### src/sv/eamr_pkg.sv
// Shared constants for the Euler angle to rotation matrix pipeline.
// No dependencies; imported by every module of the block except eamr_cdiv.
`timescale 1ns / 1ps
package eamr_pkg;

  // Default number of fraction bits of the sine, cosine and matrix entries.
  localparam int FRAC_BITS_DEF = 14;

  // Angle format: signed, 1/64 degree units.
  localparam int ANGLE_W     = 16;
  localparam int RED_W       = 15;
  localparam int RR_W        = 12;
  localparam int FULL_TURN   = 23040;
  localparam int QUARTER_TURN = 5760;
  localparam int EIGHTH_TURN = 2880;

  // Q30 series arithmetic, held in 31 bits so that 1.0 fits.
  localparam int            Q30_W = 31;
  localparam logic [30:0]   ONE30 = 31'h4000_0000;

  // Pi in Q48; radians = r * PI48 / (45 * 2^26) in Q30, split into
  // a whole quotient and a remainder for two narrow products.
  localparam logic [63:0] PI48    = 64'h0003_243F_6A88_85A3;
  localparam logic [63:0] OCT_DIV = 64'd45 << 26;
  localparam logic [63:0] PI_Q    = PI48 / OCT_DIV;
  localparam logic [63:0] PI_R    = PI48 % OCT_DIV;

  // Pipeline depth.
  localparam int SC_STAGES   = 15;
  localparam int MM_STAGES   = 2;
  localparam int PIPE_STAGES = SC_STAGES + 2 * MM_STAGES;

endpackage

### src/sv/eamr_pipe_ctrl.sv
// Valid bits and per-stage load enables of the pipeline; a stage takes new
// data when it is empty or its successor moves on. Depends on eamr_pkg.
`timescale 1ns / 1ps
module eamr_pipe_ctrl #(
  parameter int STAGES = eamr_pkg::PIPE_STAGES
) (
  input  logic              clk,
  input  logic              rst_n,
  input  logic              in_valid,
  output logic              in_ready,
  output logic              out_valid,
  input  logic              out_ready,
  output logic [STAGES-1:0] ld
);
  import eamr_pkg::*;

  logic [STAGES-1:0] v_r;
  logic [STAGES-1:0] v_nxt;

  // Load enables ripple back from the output side.
  always_comb begin
    ld[STAGES-1] = !v_r[STAGES-1] || out_ready;
    for (int i = STAGES - 2; i >= 0; i--) begin
      ld[i] = !v_r[i] || ld[i+1];
    end
    v_nxt = v_r;
    for (int i = 0; i < STAGES; i++) begin
      if (ld[i]) begin
        v_nxt[i] = (i == 0) ? in_valid : v_r[(i == 0) ? 0 : i - 1];
      end
    end
  end

  always_ff @(posedge clk) begin
    if (!rst_n) begin
      v_r <= '0;
    end else begin
      v_r <= v_nxt;
    end
  end

  assign in_ready  = ld[0];
  assign out_valid = v_r[STAGES-1];

`ifndef SYNTHESIS
  a_hold_result: assert property (@(posedge clk) disable iff (!rst_n)
    v_r[STAGES-1] && !out_ready |=> v_r[STAGES-1])
    else $error("result lost while stalled");
  a_bubble_ready: assert property (@(posedge clk) disable iff (!rst_n)
    !(&v_r) |-> in_ready)
    else $error("input blocked although the pipeline has a free stage");
  a_enter: assert property (@(posedge clk) disable iff (!rst_n)
    in_valid && in_ready |=> v_r[0])
    else $error("accepted transfer did not enter the first stage");
`endif

endmodule
### config.mk
export PLATFORM = sky130hd
export DESIGN_NAME = eamr_pipe_ctrl
export DESIGN_NICKNAME = d
export VERILOG_FILES = /design/src/sv/eamr_pkg.sv /design/src/sv/eamr_pipe_ctrl.sv
export SDC_FILE = /design/constraint.sdc
export NUM_CORES = 1
export LEC_CHECK = 0
export BUFFER_PORTS_ARGS = -buffer_cell sky130_fd_sc_hd__buf_2
export CAP_MARGIN = 0
export CORE_MARGIN = 3
export CORE_UTILIZATION = 45
export CTS_CLUSTER_DIAMETER = 80
export DETAILED_ROUTE_END_ITERATION = 10
export GPL_TIMING_DRIVEN = 0
export PLACE_DENSITY = 0.71
export SLEW_MARGIN = 25
export SYNTH_ARGS = -nofsm -noshare
export SYNTH_HDL_FRONTEND = slang
export SYNTH_SLANG_ARGS = --single-unit
export TNS_END_PERCENT = 50
### constraint.sdc
create_clock -name clk -period 3.9 [get_ports clk]
set_input_delay 1.17 -clock clk [delete_from_list [all_inputs] [get_ports clk]]
set_output_delay 1.17 -clock clk [all_outputs]
set_load 0.02 [all_outputs]
**Word level (Yosys, flattened, before mapping)**

Cells that the tools add are included.

- Register bits: 19
- Bits in latches: 0
- Bits in writable memories: 0
- Memory bits (read-only): 0
- Input port bits: 4
- Output and inout bits: 21
- Logic and storage cells: 57
- Memories: 0

- $add $sub $neg: 0
- $mul: 0
- Div/mod/pow operators: 0
- Order comparisons: 0
- Equal/unequal tests: 0
- Shifts and indexed selects: 0
- Multiplexer cells: 0
- Bitwise logic cells: 0
- Reduce and logical (&&, ||, !) cells: 38

Operators with widths:

| operator | count |
|---|---|
| zero test 1 bit | 19 |
| logical OR 1 bit | 19 |

**Depth between registers and ports, before layout**

- Word-level depth: 20
- Depth in mapped cells: 6
- Mapped depth without buffers: 4

**Least setup slack after synthesis**

Ideal clock, no wire load.

- Path type: input -> output
- Start: input port out_ready
- End: output port ld[0]
- Arrival time: 2.432 ns
- Required time: 2.730 ns
- Path slack: 0.298 ns
- Stages: 6
- Path buffers: 2
- Path through: and3b_1 -> buf_4 -> inv_2 -> nor4_2 -> nand3_1 -> buf_4

- Longest elaborated chain between the ends: 19

RTL lines:

| element | line | RTL |
|---|---|---|
| start: declaration | eamr_pipe_ctrl.sv:12 | `input logic out_ready,` |
| logical OR 1 bit | eamr_pipe_ctrl.sv:22 | `ld[STAGES-1] = !v_r[STAGES-1] \|\| out_ready;` |
| logical OR 1 bit | eamr_pipe_ctrl.sv:24 | `ld[i] = !v_r[i] \|\| ld[i+1];` |
| net ld[17] | eamr_pipe_ctrl.sv:13 | `output logic [STAGES-1:0] ld` |
| logical OR 1 bit (17 in a row) | eamr_pipe_ctrl.sv:24 |  |
| end: declaration | eamr_pipe_ctrl.sv:13 |  |

The timed path passes the listed nets, and every way through them passes these cells.

**Worst setup path in the final report**

- Start: input port out_ready
- End: output port ld[0]

- Longest elaborated chain between the ends: 19

RTL lines:

| element | line |
|---|---|
| logical OR 1 bit | eamr_pipe_ctrl.sv:22 |
| logical OR 1 bit (18 in a row) | eamr_pipe_ctrl.sv:24 |

Every way passes these cells.

==> out/results.ini <==
[drt]
drcViolationCount = 0
ant_nets = 0
first_iter_violations = 15
vias = 821
avgViaCountPerCell = 5.26
wl_per_cell_um = 12.2
wl_um = 1900
drt-pass1-iter-count = 4

[die]
initial_core_util = 0.496
dieArea_mm2 = 0.00253
boundaryPins = 25
die_y_um = 50.3
row_count = 15
die_x_um = 50.3
core_area_mm2 = 0.00178

[placement]
port_buffers = 23
dp_hpwl_um = 1440
gp_congestion = 0.741

[clocking]
postCtsHoldBufs = 0
clkSinkCount = 19
clkLatencyLatePin_ns = 0.29
cts_max_path_buffers = 2
clk_pin_slew_ns = 0.11
htree_num_levels = 1
postCtsSetupBuffers = 0
cts_root_buffer = clkbuf_4
cts_resized = 0
numCtsBuffers = 3
cts_tree = done

[setup_path]
crit_family = simple AND/OR/NAND/NOR gates
r2r_start = v_r[18]
slowest_stage = nor4_2
required_ns = 2.73
critPathLaunch = out_ready
end_kind = output port
path_buf_inv = 5
reg2reg_depth = 5
path_class = input pin to output port
cp_cell_sequence = buf_2 > and3b_1 > buf_4 > inv_2 > nor4_2 > nand3_1 > buf_4 > buf_2
setup.worst_path.start_class = input pin
crit_fanout = 8
arrival_ns = 2.49
critPathMaxStageDelay_ns = 0.36
r2r-end = v_r[9]
rrSetupSlack_ns = 2.53

[timing]
fin_tns_setup_ns = 0
rsz0062_at_grt = no
hold_slack_ns = 0.464
finalClockSkew_ns = 0.00178
slew_headroom = 0.687
tightest_slew_ns = 0.469
fmax_mhz = 273
setup_viol = 0
finalHoldViolCount = 0
layout_min_cycle_time_ns = 3.66
post-route-period-util = 0.939
slew_violations = 0

[power_and_ir_drop]
ir_worst_vdd_mv = 0.210
leakage_nw = 0.381
powerDensity_mw_per_mm2 = 289

[finish]
final_util = 0.593
top_regs = v_r (19)
area_delta_synth_final_pct = 19.5
largest_reg_flops = 19
nFillCells = 161
final_layout_size_suffix_gt1_frac = 0.282
diodes = 0
regMostFlops = v_r
final_nets = 136

[global_route]
grt_remaining_overflow = 0
grt_pass1_vias = 688
antenna_found_initial = 0
grt_pass1_wl_um = 3110
grtUsageTotal = 0.161
grt_max_degree = 11

[logic_synthesis]
yosysTopAreaCellShare = 0.430
synth_seq_area_share = 0.430
synth_area_per_cell_um2 = 8.51
synth_cell_types = 29
netlist_area_um2 = 885
ys_ff_latch = 19
synth.largest_area_cell = dfxtp_1
syn_inst = 104
yosysWarnings = 0
ys_top_cells_by_area = dfxtp_1, nand2_1, nand3_1
syn_nets = 108

[run]
drv_cap = 0

[status]
status = finished, final reports clean

[hold_path]
hold_class = flip-flop to flip-flop
holdCritStartpoint = v_r[17]
hold_path_depth = 2
whs_endpoint = v_r[18]

logic make-up (layout without fill, tap and decap cells):
group,Yosys count,count (layout),synth area share
DFF,19,19,0.430
and+or+nand+nor,54,54,0.351
buffers and inverters,13,40,0.0650
AOI/OAI and AO/OA,18,18,0.154
synthesized netlist by cell type (all sizes together):
library cell	number
a31oi	1
clkbuf	2
a41oi	2
and4b	1
and3	4
buf	3
o21a	4
nor3	1
dfxtp	19
nand3	10
a21oi	3
clkinv	1
inv	7
and4	3
nand4	4
or2	1
nand2b	1
and3b	1
nor4	2
nand2	18
o21ai	4
nor2	8
o31ai	2
o41ai	2
through the flow:
| stage | cells | total power, W | area, µm² | worst slack (ns) |
|---|---|---|---|---|
| 3_3_place_gp | 152 | 0.000210 | 1030 | 0.194 |
| 5_1_grt | 156 | 0.000317 | 1060 | 0.0980 |
| 6_report | 156 | 0.000305 | 1060 | 0.238 |
| 2_1_floorplan | 104 | 0.000207 | 885 | 0.298 |
| 4_1_cts | 156 | 0.000310 | 1060 | 0.234 |
| 3_5_place_dp | 152 | 0.000210 | 1030 | 0.241 |
per-layer routing:
layer	share of wire	track usage
met1	0.45	0.203
met4	0.0095	0.0538
met3	0.059	0.0504
met2	0.48	0.259
met5	0	0
worst reg2reg max path, delay by kind of cell (launching register included):
kind | cells | cell delay (ns)
flops | 1 | 0.37
compound gates | 1 | 0.16
buf+inv | 2 | 0.22
simple gates | 2 | 0.56
placed cells by master, fill, tap and decap left out, types with 2 or more instances in the layout:
master	instances
a21oi_1	3
a41oi_1	2
and3_1	4
and4_1	3
buf_2	24
buf_4	2
clkbuf_1	3
clkbuf_4	3
dfxtp_1	19
inv_1	6
nand2_1	18
nand3_1	9
nand4_1	3
nor2_1	8
o21a_1	4
o21ai_0	4
o31ai_1	2
o41ai_2	2
layout make-up:
| cell class | count | area (µm²) | area share |
|---|---|---|---|
| Timing Repair Buffer | 23 | 115 | 0.109 |
| Inverter | 8 | 30.0 | 0.0284 |
| Clock buffer | 4 | 26.3 | 0.0249 |
| Buffer | 5 | 27.5 | 0.0260 |
| Tap cell | 25 | 31.3 | 0.0296 |
| Sequential cell | 19 | 380 | 0.360 |
| Multi-Input combinational cell | 72 | 447 | 0.422 |
worst max path at each step:
stage | endpoint | cells past startpoint
floorplan | ld[0] | 6
global placement | ld[0] | 8
detailed placement | ld[0] | 8
CTS | ld[0] | 8
global route | ld[0] | 8
finish | ld[0] | 8
report_power, final:
part | total, W | leakage (nW) | switching [W] | internal [W]
logic | 0.00000896 | 0.212 | 0.00000590 | 0.00000306
clock network | 0.0000995 | 0.0150 | 0.0000596 | 0.0000398
registers | 0.000197 | 0.154 | 0.00000124 | 0.000196
total | 0.000305 | 0.381 | 0.0000668 | 0.000238
Power figures use the tool's default switching activity.
